[config.mk]
export PLATFORM = sky130hd
export DESIGN_NAME = fbpw_fifo
export DESIGN_NICKNAME = d
export VERILOG_FILES = /design/src/hdl/fbpw_pkg.sv /design/src/hdl/fbpw_fifo.sv
export SDC_FILE = /design/constraint.sdc
export NUM_CORES = 1
export LEC_CHECK = 0
export BUFFER_PORTS_ARGS = -buffer_cell sky130_fd_sc_hd__buf_2
export CAP_MARGIN = 10
export CORE_MARGIN = 8
export CORE_UTILIZATION = 47
export DETAILED_ROUTE_END_ITERATION = 10
export MAX_ROUTING_LAYER = met4
export PLACE_DENSITY = 0.76
export SETUP_SLACK_MARGIN = 0.3
export SLEW_MARGIN = 20
export SYNTH_ARGS = -nofsm -noshare
export SYNTH_HDL_FRONTEND = slang
export SYNTH_SLANG_ARGS = --single-unit
[constraint.sdc]
create_clock -name clk_i -period 2.95 [get_ports clk_i]
set_input_delay 0.59 -clock clk_i [delete_from_list [all_inputs] [get_ports clk_i]]
set_output_delay 0.59 -clock clk_i [all_outputs]
set_load 0.03 [all_outputs]
[src/hdl/fbpw_pkg.sv]
// Shared types, constants and codes for the framebuffer pixel writer.
package fbpw_pkg;

  // Default sizes for the top-level parameters.
  localparam int MAX_DIM_DEF     = 256;
  localparam int STORE_BYTES_DEF = 16384;

  // Field and register widths.
  localparam int CFG_DIM_W    = 9;
  localparam int CFG_DATA_W   = 9;
  localparam int CFG_IDX_W    = 3;
  localparam int BPR_W        = 7;
  localparam int COORD_W      = 12;
  localparam int CALC_ADDR_W  = 18;
  localparam int OUT_ADDR_W   = 14;

  // Queue depths between the front, the back and the result port.
  localparam int MID_DEPTH = 2;
  localparam int OUT_DEPTH = 4;
  localparam int OUT_CNT_W = $clog2(OUT_DEPTH + 1);

  // Pixel masks, MSB first within a byte.
  localparam logic [7:0] ONE_BIT_MASK = 8'h80;
  localparam logic [7:0] TWO_BIT_MASK = 8'hC0;

  // Register reset values.
  localparam logic [CFG_DIM_W-1:0] DIM_RESET = 9'd200;
  localparam logic [BPR_W-1:0]     BPR_RESET = 7'd25;

  // Configuration register indexes.
  typedef enum logic [CFG_IDX_W-1:0] {
    CFG_MEMORY_WIDTH   = 3'd0,
    CFG_MEMORY_HEIGHT  = 3'd1,
    CFG_LOGICAL_WIDTH  = 3'd2,
    CFG_LOGICAL_HEIGHT = 3'd3,
    CFG_ROTATION       = 3'd4,
    CFG_MIRRORING      = 3'd5,
    CFG_TWO_BIT_MODE   = 3'd6,
    CFG_BYTES_PER_ROW  = 3'd7
  } cfg_idx_e;

  // Write status codes.
  typedef enum logic [1:0] {
    ST_WRITTEN      = 2'd0,
    ST_LOGICAL_CLIP = 2'd1,
    ST_MEMORY_CLIP  = 2'd2
  } status_e;

  // Rotation codes.
  typedef enum logic [1:0] {
    ROT_0   = 2'd0,
    ROT_90  = 2'd1,
    ROT_180 = 2'd2,
    ROT_270 = 2'd3
  } rot_e;

  // Configuration register file contents.
  typedef struct packed {
    logic [CFG_DIM_W-1:0] memory_width;
    logic [CFG_DIM_W-1:0] memory_height;
    logic [CFG_DIM_W-1:0] logical_width;
    logic [CFG_DIM_W-1:0] logical_height;
    logic [1:0]           rotation;
    logic [1:0]           mirroring;
    logic                 two_bit_mode;
    logic [BPR_W-1:0]     bytes_per_row;
  } cfg_t;

  // One pixel write request.
  typedef struct packed {
    logic [7:0]  pixel_x;
    logic [7:0]  pixel_y;
    logic [15:0] pixel_color;
  } pixel_req_t;

  // One write result.
  typedef struct packed {
    logic [1:0]            write_status;
    logic [OUT_ADDR_W-1:0] byte_address;
    logic [7:0]            new_byte;
  } pixel_rsp_t;

  // Classified command handed from the front to the back.
  typedef struct packed {
    status_e                status;
    logic [CALC_ADDR_W-1:0] addr;
    logic [7:0]             mask;
    logic [7:0]             value;
  } wr_cmd_t;

endpackage

[src/hdl/fbpw_fifo.sv]
// Small flop-based queue used between the pipeline parts.
module fbpw_fifo import fbpw_pkg::*; #(
  parameter type T     = wr_cmd_t,
  parameter int  Depth = 2
) (
  input  logic                       clk_i,
  input  logic                       rst_ni,
  input  logic                       wr_valid_i,
  output logic                       wr_ready_o,
  input  T                           wr_data_i,
  output logic                       rd_valid_o,
  input  logic                       rd_ready_i,
  output T                           rd_data_o,
  output logic [$clog2(Depth+1)-1:0] count_o
);

  localparam int PtrW = (Depth > 1) ? $clog2(Depth) : 1;
  localparam int CntW = $clog2(Depth + 1);

  T                store_q [Depth];
  logic [PtrW-1:0] wr_ptr_q, rd_ptr_q;
  logic [CntW-1:0] count_q;
  logic            do_wr, do_rd;

  assign wr_ready_o = (count_q != CntW'(Depth));
  assign rd_valid_o = (count_q != '0);
  assign rd_data_o  = store_q[rd_ptr_q];
  assign count_o    = count_q;
  assign do_wr      = wr_valid_i && wr_ready_o;
  assign do_rd      = rd_valid_o && rd_ready_i;

  // Entry storage.
  always_ff @(posedge clk_i) begin
    if (do_wr) begin
      store_q[wr_ptr_q] <= wr_data_i;
    end
  end

  // Pointers and fill count.
  always_ff @(posedge clk_i or negedge rst_ni) begin
    if (!rst_ni) begin
      wr_ptr_q <= '0;
      rd_ptr_q <= '0;
      count_q  <= '0;
    end else begin
      if (do_wr) begin
        wr_ptr_q <= (wr_ptr_q == PtrW'(Depth - 1)) ? '0 : wr_ptr_q + 1'b1;
      end
      if (do_rd) begin
        rd_ptr_q <= (rd_ptr_q == PtrW'(Depth - 1)) ? '0 : rd_ptr_q + 1'b1;
      end
      if (do_wr && !do_rd) begin
        count_q <= count_q + 1'b1;
      end else if (do_rd && !do_wr) begin
        count_q <= count_q - 1'b1;
      end
    end
  end

endmodule

==> impl_metrics.toml <==
[run_status]
status = "finished, final reports clean"

[synth]
avgSynthCellArea_um2 = 22.6
synthesis.area_um2 = 2940
ys_top_cells_by_area = "edfxtp_1, mux2_4, dfrtp_1, mux2_2, buf_12"
syn-num-nets = 171
synth_top_area_cell = "edfxtp_1"
ys_warn_count = 0
yosysSeqAreaShare_pct = 76.9
syn_inst = 130
yosys.cell_types.count = 15
ys_ff_latch = 76
synth_top_area_share_pct = 73.5

[floorplanning]
die_width_um = 95.1
die-area_um2 = 9050
ios = 80
row_count = 29
start_util_pct = 47.4
die_h_um = 95.1
core_region_area_um2 = 6200

[global_route]
grt_pass1_wl_mm = 7.03
grt_pass1_vias = 1475
use_met1_pct = 11.2
grt_max_degree = 37
antenna_found_initial = 0
met3_usage_pct = 4.09
grt_usage_pct = 11.0
busiest_layer = "met2"
grtUsageMet2_pct = 18.2
overflow = 0

[critical_path]
crit_fanout = 21
start_kind = "flop"
slowest_delay_ns = 0.70
cp_slowest_cell = "dfrtp_2"
timing.rr.start = "count_o[0]"
worstPathRequired_ns = 2.36
rrSetupSlack_ns = 1.22
cp.depth = 3
crit_path_cell_trace = "buf_12 -> mux2_2 -> buf_2"
rr_worst_depth = 2
critPathKind = "flop to primary output"
crit_family = "flip-flops"
critical_path_arrival_ns = 1.82
endpoint_kind = "primary output"
worst-path-buf-inv = 2
r2r_end = "store_q[1][6]"

[power_and_ir_drop]
fin_total_pwr_mw = 3.95
powerDensity_nw_per_um2 = 1090
ir_worst_vdd_v = 0.000821
leakagePower_nw = 1.46

[drt]
vias_per_cell = 4.64
ant_nets = 0
detail_route.iter0.violations = 42
drc = 0
num_vias = 1392
post_drt_wl_per_cell_um = 15.8
routed_wl_mm = 4.75
dr.pass1.iters = 3

[sta]
finalSetupTns_ns = 0
hold_ws_ns = 0.0498
fmaxAchievable_mhz = 415
slew_viol_final = 0
relSlewSlack_pct = 44.6
tightest_slew_ns = 0.831
min_period_ns = 2.41
rsz0062_at_grt = "false"
finalHoldViolations = 0
finClkSkew_ns = 0.00661
setup_viol_count_final = 0
fin_crit_sh_pct = 81.7

[finish]
final_common_cell = "buf_2"
layout.cells.non_filler = 300
area_delta_synth_final_pct = 23.0
final_nets = 259
mostFrequentLayoutCells = "buf_2, edfxtp_1, mux2_4, clkbuf_8, mux2_2"
drive_gt1_share_pct = 60.1
antenna_cells = 0

[clocking]
clock_latency_ns = 0.33
htree_levels = 3
cts-root-buf = "clkbuf_8"
cts.path.max_buffers = 2
cts_num_sinks = 76
cts_resized = 0
cts_hold_buf = 0
cts_buffers = 9
tritoncts = "done"
clk_pin_slew_ns = 0.07
post_cts_buffers = 0

[place]
place_inst = 284
io_buffers = 79
dp_hpwl_mm = 3.39
gpl.final_weighted_congestion = 0.668

[hold_path]
hold_path_class = "input port to async pin"

[flow_run]
cap_violations = 0
[per-layer routing]
metal	part of all wire, %	routed length, um	vias up
li1	-	-	677
met1	39	1850	661
met2	52	2460	45
met3	7.6	362	9
met4	1.6	77	0
met5	0	0	-
[cell usage after synthesis (all sizes together)]
cell type,count
inv,1
nand2,2
or2,1
mux2,36
edfxtp,72
ha,1
nand2b,1
xor2,2
and3,1
buf,4
xnor2,3
nor2,2
dfrtp,4
[area by class of cell]
type	count	area (um2)
tap	77	96.3
clock buffer	10	128
multi-input combinational	49	613
timing repair buffer	81	435
fill	502	2590
sequential	76	2260
clock inverter	6	78.8
inverter	1	3.75
[cell families (layout without fill, tap and decap cells)]
logic type / count (synthesis) / count (layout) / share of synthesized area, %
buf+inv: 5 / 98 / 2.55
xor+xnor: 5 / 5 / 1.49
flops: 76 / 76 / 76.9
fa+ha+maj: 1 / 1 / 0.425
simple gates: 7 / 7 / 1.15
mux: 36 / 36 / 17.5
[worst max-delay path by stage]
stage,from,to
finish,rd_ptr_q,rd_data_o[35]
global route,rd_ptr_q,rd_data_o[22]
CTS,rd_ptr_q,rd_data_o[35]
detailed placement,rd_ptr_q,rd_data_o[35]
global placement,rd_ptr_q,rd_data_o[22]
floorplan,count_o[0],store_q[0][0]
[stage by stage]
step	util, %	area (um2)	worst slack [ns]
after floorplan	-	2940	0.481
after global placement	55.0	3410	0.882
after detailed placement	55.0	3410	0.873
after CTS	58.3	3620	0.499
after global routing	58.3	3620	0.439
final	58.3	3620	0.541
[power by group]
part / total, mW / internal, mW / switching (mW)
sequential: 1.62 / 1.48 / 0.136
clock: 0.802 / 0.469 / 0.333
combinational: 1.53 / 0.621 / 0.912
total: 3.95 / 2.57 / 1.38
[sequential cells by signal (all words and copies together), names as in the netlist]
signal,count
count_o,2
rd_ptr_q,1
store_q,72
wr_ptr_q,1
(Power assumes the default switching activity.)
