<file path="src/hdl/fbpw_pkg.sv">
// Shared types, constants and codes for the framebuffer pixel writer.
package fbpw_pkg;

  // Default sizes for the top-level parameters.
  localparam int MAX_DIM_DEF     = 256;
  localparam int STORE_BYTES_DEF = 16384;

  // Field and register widths.
  localparam int CFG_DIM_W    = 9;
  localparam int CFG_DATA_W   = 9;
  localparam int CFG_IDX_W    = 3;
  localparam int BPR_W        = 7;
  localparam int COORD_W      = 12;
  localparam int CALC_ADDR_W  = 18;
  localparam int OUT_ADDR_W   = 14;

  // Queue depths between the front, the back and the result port.
  localparam int MID_DEPTH = 2;
  localparam int OUT_DEPTH = 4;
  localparam int OUT_CNT_W = $clog2(OUT_DEPTH + 1);

  // Pixel masks, MSB first within a byte.
  localparam logic [7:0] ONE_BIT_MASK = 8'h80;
  localparam logic [7:0] TWO_BIT_MASK = 8'hC0;

  // Register reset values.
  localparam logic [CFG_DIM_W-1:0] DIM_RESET = 9'd200;
  localparam logic [BPR_W-1:0]     BPR_RESET = 7'd25;

  // Configuration register indexes.
  typedef enum logic [CFG_IDX_W-1:0] {
    CFG_MEMORY_WIDTH   = 3'd0,
    CFG_MEMORY_HEIGHT  = 3'd1,
    CFG_LOGICAL_WIDTH  = 3'd2,
    CFG_LOGICAL_HEIGHT = 3'd3,
    CFG_ROTATION       = 3'd4,
    CFG_MIRRORING      = 3'd5,
    CFG_TWO_BIT_MODE   = 3'd6,
    CFG_BYTES_PER_ROW  = 3'd7
  } cfg_idx_e;

  // Write status codes.
  typedef enum logic [1:0] {
    ST_WRITTEN      = 2'd0,
    ST_LOGICAL_CLIP = 2'd1,
    ST_MEMORY_CLIP  = 2'd2
  } status_e;

  // Rotation codes.
  typedef enum logic [1:0] {
    ROT_0   = 2'd0,
    ROT_90  = 2'd1,
    ROT_180 = 2'd2,
    ROT_270 = 2'd3
  } rot_e;

  // Configuration register file contents.
  typedef struct packed {
    logic [CFG_DIM_W-1:0] memory_width;
    logic [CFG_DIM_W-1:0] memory_height;
    logic [CFG_DIM_W-1:0] logical_width;
    logic [CFG_DIM_W-1:0] logical_height;
    logic [1:0]           rotation;
    logic [1:0]           mirroring;
    logic                 two_bit_mode;
    logic [BPR_W-1:0]     bytes_per_row;
  } cfg_t;

  // One pixel write request.
  typedef struct packed {
    logic [7:0]  pixel_x;
    logic [7:0]  pixel_y;
    logic [15:0] pixel_color;
  } pixel_req_t;

  // One write result.
  typedef struct packed {
    logic [1:0]            write_status;
    logic [OUT_ADDR_W-1:0] byte_address;
    logic [7:0]            new_byte;
  } pixel_rsp_t;

  // Classified command handed from the front to the back.
  typedef struct packed {
    status_e                status;
    logic [CALC_ADDR_W-1:0] addr;
    logic [7:0]             mask;
    logic [7:0]             value;
  } wr_cmd_t;

endpackage

</file>
<file path="src/hdl/fbpw_front.sv">
// Front end: logical clip, rotation and mirroring, memory clip and address.
module fbpw_front import fbpw_pkg::*; #(
  parameter int MaxDim     = MAX_DIM_DEF,
  parameter int StoreBytes = STORE_BYTES_DEF
) (
  input  logic       clk_i,
  input  logic       rst_ni,
  input  cfg_t       cfg_i,
  input  logic       in_valid_i,
  output logic       in_ready_o,
  input  pixel_req_t req_i,
  output logic       cmd_valid_o,
  input  logic       cmd_ready_i,
  output wr_cmd_t    cmd_o
);

  localparam int DimW = ($clog2(MaxDim + 1) > CFG_DIM_W) ? $clog2(MaxDim + 1) : CFG_DIM_W;

  // Sizes above the maximum dimension saturate.
  function automatic logic [CFG_DIM_W-1:0] dim_clamp(input logic [CFG_DIM_W-1:0] v);
    return (DimW'(v) > DimW'(MaxDim)) ? CFG_DIM_W'(MaxDim) : v;
  endfunction

  logic [CFG_DIM_W-1:0] w, h, lw, lh;
  logic signed [COORD_W-1:0] xs, ys, ws, hs, rx, ry, mx_d, my_d;
  logic lclip_d;

  logic                      s1_valid_q;
  logic                      s1_lclip_q;
  logic signed [COORD_W-1:0] s1_mx_q, s1_my_q;
  logic                      s1_color_nz_q;
  logic [1:0]                s1_color2_q;
  logic                      s1_load;

  logic                    mclip;
  logic [BPR_W-1:0]        col;
  logic [15:0]             row_off;
  logic [CALC_ADDR_W-1:0]  addr;
  logic                    addr_ok;
  logic [7:0]              mask, value;

  assign w  = dim_clamp(cfg_i.memory_width);
  assign h  = dim_clamp(cfg_i.memory_height);
  assign lw = dim_clamp(cfg_i.logical_width);
  assign lh = dim_clamp(cfg_i.logical_height);

  assign xs = signed'(COORD_W'(req_i.pixel_x));
  assign ys = signed'(COORD_W'(req_i.pixel_y));
  assign ws = signed'(COORD_W'(w));
  assign hs = signed'(COORD_W'(h));

  // Logical clip on the incoming request.
  assign lclip_d = ({1'b0, req_i.pixel_x} >= lw) || ({1'b0, req_i.pixel_y} >= lh);

  // Rotation into memory coordinates.
  always_comb begin
    unique case (rot_e'(cfg_i.rotation))
      ROT_0: begin
        rx = xs;
        ry = ys;
      end
      ROT_90: begin
        rx = ws - ys - 12'sd1;
        ry = xs;
      end
      ROT_180: begin
        rx = ws - xs - 12'sd1;
        ry = hs - ys - 12'sd1;
      end
      ROT_270: begin
        rx = ys;
        ry = hs - xs - 12'sd1;
      end
      default: begin
        rx = xs;
        ry = ys;
      end
    endcase
  end

  // Horizontal and vertical mirror.
  assign mx_d = cfg_i.mirroring[0] ? (ws - rx - 12'sd1) : rx;
  assign my_d = cfg_i.mirroring[1] ? (hs - ry - 12'sd1) : ry;

  // The first stage moves on when the command queue has room.
  assign in_ready_o = !s1_valid_q || cmd_ready_i;
  assign s1_load    = in_valid_i && in_ready_o;

  always_ff @(posedge clk_i or negedge rst_ni) begin
    if (!rst_ni) begin
      s1_valid_q <= 1'b0;
    end else if (in_ready_o) begin
      s1_valid_q <= in_valid_i;
    end
  end

  always_ff @(posedge clk_i) begin
    if (s1_load) begin
      s1_lclip_q    <= lclip_d;
      s1_mx_q       <= mx_d;
      s1_my_q       <= my_d;
      s1_color_nz_q <= (req_i.pixel_color != '0);
      s1_color2_q   <= req_i.pixel_color[1:0];
    end
  end

  // Memory clip and byte address.
  assign mclip   = s1_mx_q[COORD_W-1] || s1_my_q[COORD_W-1] || (s1_mx_q >= ws) ||
                   (s1_my_q >= hs);
  assign col     = cfg_i.two_bit_mode ? s1_mx_q[8:2] : {1'b0, s1_mx_q[8:3]};
  assign row_off = 16'(s1_my_q[8:0]) * 16'(cfg_i.bytes_per_row);
  assign addr    = CALC_ADDR_W'(row_off) + CALC_ADDR_W'(col);
  assign addr_ok = (32'(addr) < 32'(StoreBytes));

  // Bit or slot mask and the bits that go into it.
  always_comb begin
    if (cfg_i.two_bit_mode) begin
      mask  = TWO_BIT_MASK >> {s1_mx_q[1:0], 1'b0};
      value = {s1_color2_q, 6'b0} >> {s1_mx_q[1:0], 1'b0};
    end else begin
      mask  = ONE_BIT_MASK >> s1_mx_q[2:0];
      value = s1_color_nz_q ? mask : 8'h00;
    end
  end

  // Classified command.
  always_comb begin
    cmd_o.mask  = mask;
    cmd_o.value = value;
    cmd_o.addr  = addr;
    if (s1_lclip_q) begin
      cmd_o.status = ST_LOGICAL_CLIP;
    end else if (mclip || !addr_ok) begin
      cmd_o.status = ST_MEMORY_CLIP;
    end else begin
      cmd_o.status = ST_WRITTEN;
    end
  end

  assign cmd_valid_o = s1_valid_q;

endmodule

</file>
<file path="config.mk">
export PLATFORM = sky130hd
export DESIGN_NAME = fbpw_front
export DESIGN_NICKNAME = d
export VERILOG_FILES = /design/src/hdl/fbpw_pkg.sv /design/src/hdl/fbpw_front.sv
export SDC_FILE = /design/constraint.sdc
export NUM_CORES = 1
export LEC_CHECK = 0
export BUFFER_PORTS_ARGS = -buffer_cell sky130_fd_sc_hd__buf_2
export CAP_MARGIN = 20
export CORE_MARGIN = 8
export CORE_UTILIZATION = 59
export CTS_BUF_LIST = sky130_fd_sc_hd__clkbuf_4
export CTS_CLUSTER_SIZE = 8
export DETAILED_ROUTE_END_ITERATION = 16
export GPL_TIMING_DRIVEN = 0
export PLACE_DENSITY = 0.86
export REMOVE_ABC_BUFFERS = 1
export SYNTH_ARGS = -nofsm -noshare
export SYNTH_HDL_FRONTEND = slang
export SYNTH_SLANG_ARGS = --single-unit
export TNS_END_PERCENT = 50
</file>
<file path="constraint.sdc">
create_clock -name clk_i -period 10.35 [get_ports clk_i]
set_clock_uncertainty 0.05 [all_clocks]
set_input_delay 2.07 -clock clk_i [delete_from_list [all_inputs] [get_ports clk_i]]
set_output_delay 2.07 -clock clk_i [all_outputs]
set_load 0.02 [all_outputs]
</file>
==> results of run 1 <==
-- kinds of logic after synthesis --
family | Yosys count | share of synthesized area
and+or+nand+nor | 269 | 0.1939
muxes | 25 | 0.03573
adders and majority gates | 161 | 0.3293
DFF | 29 | 0.1212
buffers and inverters | 130 | 0.06936
xor gates and xnor gates | 48 | 0.05991
AOI/OAI and AO/OA | 198 | 0.1901
other | 1 | 0.0005250
-- synth_stat cells, drive strengths merged (10+ instances only) --
cell type,count
mux2i,21
nand3,12
a211oi,10
a221o,11
a21o,26
fa,45
a21oi,26
edfxtp,28
o21a,18
clkbuf,24
ha,116
xnor2,34
xor2,14
nand2,89
o21ai,52
nor2,45
nor3,12
nor2b,18
inv,103
nand2b,24
and2,36
-- power breakdown --
| group | switching (mW) | internal, mW |
|---|---|---|
| clock network | 0.0363 | 0.0284 |
| logic | 0.672 | 0.476 |
| registers | 0.0187 | 0.149 |
| total | 0.727 | 0.653 |
-- flip-flops by register name, summed over array words and instances, names as in the netlist --
signal / count
cmd_valid_o: 1
s1_lclip_q: 1
s1_color2_q: 2
s1_my_q: 12
s1_mx_q: 12
s1_color_nz_q: 1
-- how the worst min path moves through the flow --
stage                       end         from  slack [ps]
floorplan           cmd_valid_o  cmd_valid_o         730
global placement    cmd_valid_o  cmd_valid_o         450
detailed placement  cmd_valid_o  cmd_valid_o         470
CTS                 cmd_valid_o  cmd_valid_o         490
global route        cmd_valid_o  cmd_valid_o         560
finish              cmd_valid_o  cmd_valid_o         490
-- routing by layer --
layer	vias up	global-route usage	wire length, um
met5	-	0	0
met4	0	0.07926	435
met3	30	0.01561	619
met2	164	0.3696	8123
met1	2963	0.2688	7607
li1	3208	-	-
-- worst max-delay path, cell delays in order --
cell                       delay (ps)
sky130_fd_sc_hd__buf_2            150
sky130_fd_sc_hd__and2_1           170
sky130_fd_sc_hd__fa_1             530
sky130_fd_sc_hd__inv_1             50
sky130_fd_sc_hd__fa_1             500
sky130_fd_sc_hd__fa_1             520
sky130_fd_sc_hd__fa_1             540
sky130_fd_sc_hd__inv_1             40
sky130_fd_sc_hd__ha_1             360
sky130_fd_sc_hd__nor2_1           120
sky130_fd_sc_hd__nor2_1            50
sky130_fd_sc_hd__a31oi_1          260
sky130_fd_sc_hd__nor2_1            90
sky130_fd_sc_hd__o21a_1           200
sky130_fd_sc_hd__a221oi_1         320
sky130_fd_sc_hd__xor2_1           280
sky130_fd_sc_hd__a31oi_1          130
sky130_fd_sc_hd__buf_2            170
-- per-stage QoR --
stage                     hold WS, ps    util  area, um^2  worst slack (ps)
after detailed placement        473.9  0.6564        7819              1634
after CTS                       493.8  0.6610        7874              1625
after floorplan                 732.6       -        7034              2013
after global routing            560.5  0.6636        7904              1356
after global placement          452.4  0.6564        7819              1652
final                           489.9  0.6636        7904              1685
-- area by class of cell --
type	count	area, um^2
multi-input combinational	702	5782
fill	1002	4008
sequential	29	865.8
timing repair buffer	121	625.6
inverter	103	386.6
tap	147	183.9
clock buffer	6	45.04
clock inverter	2	10.01
antenna	2	5.005
==> reports/qor.csv, run 1 <==
stage;metric;value;unit
die;initial_core_util;0.5997;
synthesis;synth_largest_area_cell;sky130_fd_sc_hd__ha_1;
global_route;grt_start_max_net_pins;29;
route;detail_route.vias_per_cell;5.724;
critical_path;crit_path_start_kind;input pin;
timing;max_slew_margin;0.4422;
synthesis;syn_area_per_cell;8.296;um^2
placement;detailed_place_hpwl;14440;um
die;ioPinCount;122;
status;status;complete, no violations;
timing;max_freq;0.1154;GHz
die;die-width;126.0;um
clock_network;maximum_buffer_depth_of_the_clock_tree;2;
timing;hold_violations;0;
synthesis;count_of_flip_flops_with_a_built_in_enable_after_synthesis;28;
flow_run;max_capacitance_violation_count;0;
synthesis;synth_top_cells_by_area;sky130_fd_sc_hd__ha_1 20%, sky130_fd_sc_hd__fa_1 13%, sky130_fd_sc_hd__edfxtp_1 12%;
layout;area.growth.synth_to_final;10.65;%
placement;port_buffers;120;
min_path;holdCritPathClass;reg2reg;
layout;design.final.nets;1207;
critical_path;reg2reg_to;s1_mx_q[3];
route;drc;0;
timing;layout_min_cycle_time;8665;ps
timing;final.period_utilization;0.8372;
critical_path;setup.reg_to_reg.worst_slack;8920;ps
synthesis;sequential_element_share_of_the_synthesized_area;0.1212;
global_route;first_pass_grt_wire_length;28610;um
clock_network;cts_setup_buffers;0;
route;route.final.wire_length;16790;um
global_route;number_of_global_route_vias_before_repair;6303;
layout;mostFrequentLayoutCell;sky130_fd_sc_hd__buf_2;
synthesis;synth_ff_type;sky130_fd_sc_hd__edfxtp_1;
timing;finalSetupTns;0;ps
die;floorplan.rows;40;
clock_network;postCtsHoldBufs;0;
clock_network;cts.sinks;29;
clock_network;cts_tree;yes;
critical_path;end_of_the_critical_path;cmd_o[35];
critical_path;critical_path.endpoint_type;primary output;
critical_path;source_of_the_worst_register_to_register_timing_path;cmd_valid_o;
min_path;number_of_cells_traversed_by_the_worst_hold_path;2;
layout;layout_common_cells;120 x sky130_fd_sc_hd__buf_2, 116 x sky130_fd_sc_hd__ha_1, 103 x sky130_fd_sc_hd__inv_1;
route;detail_route.iter0.violations;335;
die;placeableCoreArea;11910;um^2
critical_path;crit_path_max_fanout;9;
route;via_count;6365;
timing;final_max_slew_viol_count;0;
pwr;pwr_density_cell;174.6;nW/um^2
global_route;grt.overflow.total;0;
clock_network;clk_transition_reported_paths;90;ps
clock_network;clkLatencyLatePin;330;ps
critical_path;worst_setup_path_startpoint;cfg_i[6];
route;detailedRoute.firstPassIterationCount;5;
clock_network;post_cts_resize_count;0;
die;die_h;126.0;um
die;die_area;15880;um^2
critical_path;worstPathArrival;6550;ps
route;wire_per_inst;15.10;um
clock_network;cts_max_level;2;
critical_path;criticalPathCategory;in2out;
timing;timing_worst_slew_pin_value;836.7;ps
critical_path;reg2reg_depth;3;
layout;layout-drive-gt1-share;0.1547;
pwr;ir_worst_vdd;123.8;uV
placement;placedCellCount;1101;
placement;place_congestion;0.8921;
clock_network;cts_buffers;5;
timing;finalSetupViolCount;0;
global_route;groute.usage.overall;0.2122;
critical_path;crit_required;8230;ps
synthesis;post_synth_instance_area;7143;um^2
synthesis;number_of_distinct_library_cell_variants_in_the_gate_level_netlist_after_synthesis;70;
synthesis;post_synth_inst_count;861;
synthesis;postSynthRegisterBits;29;
clock_network;cts_root_buf;sky130_fd_sc_hd__clkbuf_4;
layout;finalNonFillerCells;1112;
global_route;antenna_found_initial;2;
route;postRouteAntennaNets;0;
pwr;post-layout-total-power;1.380;mW
pwr;power.leakage;3.923;nW
synthesis;asyncSetResetFlopFracSynth;0.03448;
timing;unrepaired_setup_endpoints_after_global_routing;no;
synthesis;number_of_warnings_printed_during_yosys_synthesis;0;
synthesis;netlist.area_leader.share;0.2032;
Power figures use the tool's default switching activity.
==> run 2, diff against run 1 <==
CORE_UTILIZATION = 54   (was 59)
PLACE_DENSITY = 0.83   (was 0.86)
clock period = 7.7 ns   (was 10.35 ns; I/O delays follow)
==> reports/qor.csv, run 2 (synthesized netlist as in run 1, its figures left out) <==
stage;metric;value;unit;change
placement;port_buffers;120;;unchanged
min_path;holdCritPathClass;reg2reg;;unchanged
timing;max_freq;0.1348;GHz;
min_path;min_delay_worst_endpoint;cmd_valid_o;;unchanged
layout;sequential_cell_area;865.8;um^2;unchanged
layout;finalNonFillerCells;1144;;was 1112
layout;layout_common_cells;120 x sky130_fd_sc_hd__buf_2, 116 x sky130_fd_sc_hd__ha_1, 103 x sky130_fd_sc_hd__inv_1;;unchanged
status;status;complete, no violations;;unchanged
critical_path;setup.reg_to_reg.worst_slack;6240;ps;was 8920 ps
pwr;power.switching_fraction;0.5226;;was 0.5269
pwr;share_comb_of_total_power;0.835;;was 0.832
min_path;number_of_cells_traversed_by_the_worst_hold_path;2;;unchanged
critical_path;crit_path_start_kind;input pin;;unchanged
global_route;first_pass_grt_wire_length;28020;um;was 28610 um
critical_path;crit_required;6110;ps;was 8230 ps
critical_path;worstPathCellList;buf_2 > and2_1 > fa_1 > inv_1 > fa_1 > fa_1 > fa_1 > inv_1 > ha_1 > nor3_1 > o21ai_1 > a31oi_2 > nor2_1 > o21a_1 > a221oi_2 > xor2_1 > a31oi_1 > buf_2;;was buf_2 > and2_1 > fa_1 > inv_1 > fa_1 > fa_1 > fa_1 > inv_1 > ha_1 > nor2_1 > nor2_1 > a31oi_1 > nor2_1 > o21a_1 > a221oi_1 > xor2_1 > a31oi_1 > buf_2
min_path;holdCritStartpoint;cmd_valid_o;;unchanged
layout;area.growth.synth_to_final;11.89;%;was 10.65%
pwr;internal_power;0.9090;mW;was 0.6529 mW
layout;mostFrequentLayoutCell;sky130_fd_sc_hd__buf_2;;unchanged
global_route;number_of_global_route_vias_before_repair;6233;;was 6303
die;die_h;131.0;um;was 126.0 um
critical_path;reg2reg_depth;3;;unchanged
clock_network;maximum_buffer_depth_of_the_clock_tree;2;;unchanged
clock_network;clk_transition_reported_paths;80;ps;was 90 ps
route;detailedRoute.firstPassIterationCount;5;;unchanged
critical_path;reg2reg_to;s1_mx_q[5];;was s1_mx_q[3]
pwr;p_clk_frac;0.047;;about the same
clock_network;cts_root_buf;sky130_fd_sc_hd__clkbuf_4;;unchanged
critical_path;crit_path_frequent_cell;sky130_fd_sc_hd__fa_1;;unchanged
clock_network;cts_tree;yes;;unchanged
critical_path;slowest_cell_on_the_critical_path;sky130_fd_sc_hd__fa_1;;unchanged
clock_network;clkLatencyLatePin;330;ps;about the same
timing;setup_ws_post_layout;282.3;ps;was 1685 ps
layout;design.final.nets;1209;;was 1207
layout;finalInstanceArea;7993;um^2;was 7904 um^2
placement;detailed_place_hpwl;14350;um;was 14440 um
timing;timing_worst_slew_pin_value;840.3;ps;was 836.7 ps
pwr;power.share.sequential;0.118;;was 0.121
die;placeableCoreArea;13090;um^2;was 11910 um^2
die;die-width;131.0;um;was 126.0 um
placement;placedCellCount;1130;;was 1101
layout;multi_input_comb_area;5813;um^2;was 5782 um^2
placement;placement.setup.worst_slack;73.99;ps;was 1634 ps
pwr;pwr_density_cell;238.2;nW/um^2;was 174.6 nW/um^2
route;route.final.wire_length;16850;um;was 16790 um
critical_path;slowest_delay;550;ps;was 540 ps
pwr;power.leakage;3.936;nW;was 3.923 nW
layout;layout-drive-gt1-share;0.1617;;was 0.1547
critical_path;crit_path_max_fanout;9;;unchanged
critical_path;criticalPathCategory;in2out;;unchanged
global_route;grt.overflow.total;0;;unchanged
die;initial_core_util;0.5459;;was 0.5997
timing;finalSetupTns;0;ps;unchanged
pwr;ir_worst_vdd;214.5;uV;was 123.8 uV
route;detail_route.vias_per_cell;5.592;;was 5.724
pwr;switchingPower;0.9950;mW;was 0.7271 mW
flow_run;max_capacitance_violation_count;0;;unchanged
timing;hold_violations;0;;unchanged
timing;max_slew_margin;0.4398;;was 0.4422
die;die_area;17160;um^2;was 15880 um^2
timing;layout_min_cycle_time;7418;ps;
pwr;post-layout-total-power;1.904;mW;was 1.380 mW
timing;final.period_utilization;0.9633;;
critical_path;critical_path.endpoint_type;primary output;;unchanged
layout;n_fill_cell;1143;;was 1002
critical_path;worstPathArrival;5830;ps;was 6550 ps
layout;final_util;0.6108;;was 0.6636
placement;place_area;7855;um^2;was 7819 um^2
route;detail_route.iter0.violations;333;;was 335
route;via_count;6397;;was 6365
die;ioPinCount;122;;unchanged
global_route;groute.usage.overall;0.1992;;was 0.2122
clock_network;cts.sinks;29;;unchanged
route;postRouteAntennaNets;0;;unchanged
placement;place_congestion;0.9011;;was 0.8921
clock_network;cts_max_level;2;;unchanged
layout;layout_top_registers;s1_mx_q: 12 flops, s1_my_q: 12 flops, s1_color2_q: 2 flops;;unchanged
global_route;grt_start_max_net_pins;29;;unchanged
timing;final_max_slew_viol_count;0;;unchanged
die;floorplan.rows;42;;was 40
route;drc;0;;unchanged
timing;finalSetupViolCount;0;;unchanged
route;wire_per_inst;14.73;um;was 15.10 um
global_route;antenna_found_initial;3;;was 2
timing;final.hold.worst_slack;492.9;ps;was 489.9 ps
critical_path;source_of_the_worst_register_to_register_timing_path;cmd_valid_o;;unchanged
clock_network;cts_buffers;5;;unchanged
timing;unrepaired_setup_endpoints_after_global_routing;no;;unchanged
run 2: cell types whose count changed in the layout (fill, tap and decap cells not counted), moves of 2 or more:
cell	delta
sky130_fd_sc_hd__a21oi_1	-2
sky130_fd_sc_hd__o21ai_1	+2
sky130_fd_sc_hd__buf_4	+2
sky130_fd_sc_hd__clkinv_2	-2
sky130_fd_sc_hd__a21oi_2	+2
sky130_fd_sc_hd__o21ai_0	-2
run 2: what timing repair did:
action | 4_1_cts | 5_1_grt
endpoints found under the hold margin | 0 | 0
gates resized for setup | 0 | 9
setup endpoints to repair | 0 | 2
hold buffers | 0 | 0
setup buffers | 0 | 2
run 2: power by group through the flow:
| stage | Combinational [mW] | Clock, mW | Sequential (mW) |
|---|---|---|---|
| global placement | 1.51 | 0 | 0.227 |
| detailed placement | 1.54 | 0 | 0.228 |
| CTS | 1.55 | 0.0910 | 0.224 |
| floorplan | 1.17 | 0 | 0.220 |
| global route | 1.79 | 0.0968 | 0.228 |
| finish | 1.59 | 0.0897 | 0.225 |
run 2: critical path, delay by kind of cell:
| family | cells | cell delay [ps] |
|---|---|---|
| adder cells (fa/ha/maj) | 5 | 2300 |
| AND/OR/NAND/NOR | 3 | 400 |
| XOR/XNOR | 1 | 260 |
| buffers and inverters | 4 | 420 |
| AO/OA/AOI/OAI | 5 | 910 |
run 2: layer usage:
metal,part of all wire,GRT usage
met1,0.44,0.2498
met2,0.48,0.3465
met3,0.050,0.01177
met4,0.031,0.08643
met5,0,0
run 2: final cells by class:
| class | count | share of cell area |
|---|---|---|
| tap | 176 | 0.02755 |
| timing repair buffer | 123 | 0.08046 |
| antenna | 3 | 0.0009393 |
| clock buffer | 7 | 0.006575 |
| multi-input combinational | 702 | 0.7273 |
| clock inverter | 1 | 0.0004696 |
| inverter | 103 | 0.04837 |
| sequential | 29 | 0.1083 |
run 2: how the worst max path moves through the flow:
stage	start	endpoint	slack, ps	cells past startpoint
6_report	cfg_i[6]	cmd_o[35]	280	18
5_1_grt	cfg_i[6]	cmd_o[35]	10	18
4_1_cts	cfg_i[6]	cmd_o[35]	70	17
3_5_place_dp	cfg_i[6]	cmd_o[35]	70	17
3_3_place_gp	cfg_i[6]	cmd_o[35]	70	17
2_1_floorplan	cfg_i[6]	cmd_o[35]	420	15
==> run 3, diff against run 2 <==
CORE_MARGIN = 2   (was 8)
==> reports/qor.csv, run 3 (synthesized netlist as in run 1, its figures left out) <==
stage;metric;value;unit;change
timing;timing_worst_slew_pin_value;856.4;ps;was 840.3 ps
critical_path;crit_path_frequent_cell;sky130_fd_sc_hd__fa_1;;unchanged
route;wire_per_inst;14.35;um;was 14.73 um
pwr;ir_worst_vdd;190.7;uV;was 214.5 uV
critical_path;criticalPathCategory;in2out;;unchanged
critical_path;crit_path_start_kind;input pin;;unchanged
route;detail_route.iter0.violations;415;;was 333
timing;max_freq;0.1347;GHz;was 0.1348 GHz
flow_run;max_capacitance_violation_count;0;;unchanged
min_path;number_of_cells_traversed_by_the_worst_hold_path;2;;unchanged
die;die_area;14160;um^2;was 17160 um^2
timing;layout_min_cycle_time;7427;ps;was 7418 ps
min_path;holdCritStartpoint;cmd_valid_o;;unchanged
die;initial_core_util;0.5459;;unchanged
critical_path;crit_path_max_fanout;9;;unchanged
global_route;antenna_found_initial;1;;was 3
route;detail_route.vias_per_cell;5.659;;was 5.592
critical_path;worstPathArrival;5840;ps;was 5830 ps
timing;final_max_slew_viol_count;0;;unchanged
clock_network;clkLatencyLatePin;330;ps;about the same
pwr;post-layout-total-power;1.932;mW;was 1.904 mW
route;drc;0;;unchanged
layout;mostFrequentLayoutCell;sky130_fd_sc_hd__buf_2;;unchanged
layout;area.growth.synth_to_final;11.91;%;was 11.89%
clock_network;clk_transition_reported_paths;90;ps;was 80 ps
critical_path;critical_path.endpoint_type;primary output;;unchanged
die;die-width;119.0;um;was 131.0 um
placement;place_area;7855;um^2;unchanged
route;detailedRoute.firstPassIterationCount;5;;unchanged
critical_path;reg2reg_depth;3;;unchanged
global_route;first_pass_grt_wire_length;27530;um;was 28020 um
placement;port_buffers;120;;unchanged
layout;layout_top_registers;s1_mx_q: 12 flops, s1_my_q: 12 flops, s1_color2_q: 2 flops;;unchanged
timing;finalSetupTns;0;ps;unchanged
route;route.final.wire_length;16370;um;was 16850 um
critical_path;reg2reg_to;s1_mx_q[4];;was s1_mx_q[5]
timing;final.period_utilization;0.9645;;was 0.9633
critical_path;worst_setup_path_startpoint;cfg_i[6];;unchanged
timing;unrepaired_setup_endpoints_after_global_routing;no;;unchanged
critical_path;timing.critical_path.buf_inv;4;;unchanged
route;postRouteAntennaNets;0;;unchanged
route;via_count;6457;;was 6397
clock_network;cts_root_buf;sky130_fd_sc_hd__clkbuf_4;;unchanged
pwr;power.leakage;3.933;nW;was 3.936 nW
die;ioPinCount;122;;unchanged
placement;detailed_place_hpwl;13850;um;was 14350 um
layout;final_util;0.6109;;was 0.6108
critical_path;slowest_cell_on_the_critical_path;sky130_fd_sc_hd__fa_1;;unchanged
layout;layout-drive-gt1-share;0.1598;;was 0.1617
critical_path;slowest_delay;550;ps;about the same
global_route;grt.overflow.total;0;;unchanged
timing;hold_violations;0;;unchanged
die;floorplan.rows;42;;unchanged
die;placeableCoreArea;13090;um^2;unchanged
timing;finalSetupViolCount;0;;unchanged
critical_path;source_of_the_worst_register_to_register_timing_path;cmd_valid_o;;unchanged
clock_network;cts_max_level;2;;unchanged
clock_network;cts_tree;yes;;unchanged
clock_network;cts.sinks;29;;unchanged
critical_path;worstPathCellList;buf_2 > and2_1 > fa_1 > inv_1 > fa_1 > fa_1 > fa_1 > inv_1 > ha_1 > o2111ai_1 > nand4b_1 > a21oi_2 > a21oi_1 > xor2_1 > a2111oi_2 > a31oi_1 > buf_2;;was buf_2 > and2_1 > fa_1 > inv_1 > fa_1 > fa_1 > fa_1 > inv_1 > ha_1 > nor3_1 > o21ai_1 > a31oi_2 > nor2_1 > o21a_1 > a221oi_2 > xor2_1 > a31oi_1 > buf_2
die;die_h;119.0;um;was 131.0 um
clock_network;maximum_buffer_depth_of_the_clock_tree;2;;unchanged
min_path;min_delay_worst_endpoint;cmd_valid_o;;unchanged
global_route;number_of_global_route_vias_before_repair;6073;;was 6233
layout;finalInstanceArea;7994;um^2;was 7993 um^2
timing;max_slew_margin;0.4291;;was 0.4398
clock_network;cts_buffers;5;;unchanged
min_path;holdCritPathClass;reg2reg;;unchanged
pwr;pwr_density_cell;241.7;nW/um^2;was 238.2 nW/um^2
global_route;grt_start_max_net_pins;29;;unchanged
critical_path;crit_required;6110;ps;about the same
critical_path;setup.reg_to_reg.worst_slack;6300;ps;was 6240 ps
layout;layout_common_cells;120 x sky130_fd_sc_hd__buf_2, 115 x sky130_fd_sc_hd__ha_1, 103 x sky130_fd_sc_hd__inv_1;;was 120 x sky130_fd_sc_hd__buf_2, 116 x sky130_fd_sc_hd__ha_1, 103 x sky130_fd_sc_hd__inv_1
critical_path;path_delay_family;adder cells;;unchanged
global_route;groute.usage.overall;0.2318;;was 0.1992
placement;place_congestion;0.8905;;was 0.9011
layout;design.final.nets;1208;;was 1209
status;status;complete, no violations;;unchanged
[run 3: cell count changes in the layout (fill, tap and decap cells not counted), sizes merged]
cell    before  now
diode        3    1
buf        123  122
bufinv       0    1
clkbuf       7    6
[run 3: worst min-delay path: stages, from the launching register on]
cell and delay, ps:
sky130_fd_sc_hd__dfrtp_1 350, sky130_fd_sc_hd__nand2b_1 80, sky130_fd_sc_hd__nand2b_1 70
[run 3: layout make-up]
| cell class | count | area [um^2] |
|---|---|---|
| multi-input combinational | 702 | 5817 |
| fill | 1171 | 5091 |
| sequential | 29 | 865.8 |
| timing repair buffer | 122 | 623.1 |
| inverter | 103 | 386.6 |
| tap | 176 | 220.2 |
| clock buffer | 6 | 45.04 |
| clock inverter | 2 | 33.78 |
| antenna | 1 | 2.502 |
[run 3: how the worst max path moves through the flow]
| stage | end | slack [ps] | cells past startpoint |
|---|---|---|---|
| after floorplan | cmd_o[35] | 420 | 15 |
| after global placement | cmd_o[35] | 20 | 17 |
| after detailed placement | cmd_o[35] | 70 | 17 |
| after CTS | cmd_o[35] | 60 | 17 |
| after global routing | cmd_o[35] | 20 | 17 |
| final | cmd_o[35] | 270 | 17 |
[run 3: metrics by stage]
stage	hold slack, ps	instances	setup WS (ps)
CTS	481.9	1138	62.94
finish	475.9	1141	273.5
global placement	449.3	1130	20.20
floorplan	732.6	834	423.0
global route	556.8	1141	24.09
detailed placement	461.9	1130	67.49
[run 3: metal layers]
layer	GRT usage	part of all wire
met5	0	0
met1	0.3075	0.44
met2	0.4048	0.49
met4	0.08259	0.022
met3	0.007663	0.044
[run 3: what timing repair did]
action                     in CTS  in global routing
resized for setup               0                  7
buffers inserted                0                  1
hold buffers                    0                  0
setup endpoints to repair       0                  2
hold endpoints to repair        0                  0
[run 3: power by group]
part | leakage, nW | internal [mW] | switching (mW) | total, mW
Sequential | 0.279 | 0.200 | 0.0245 | 0.224
Clock | 0.0433 | 0.0710 | 0.0502 | 0.121
Combinational | 3.61 | 0.668 | 0.918 | 1.59
Total | 3.93 | 0.939 | 0.993 | 1.93
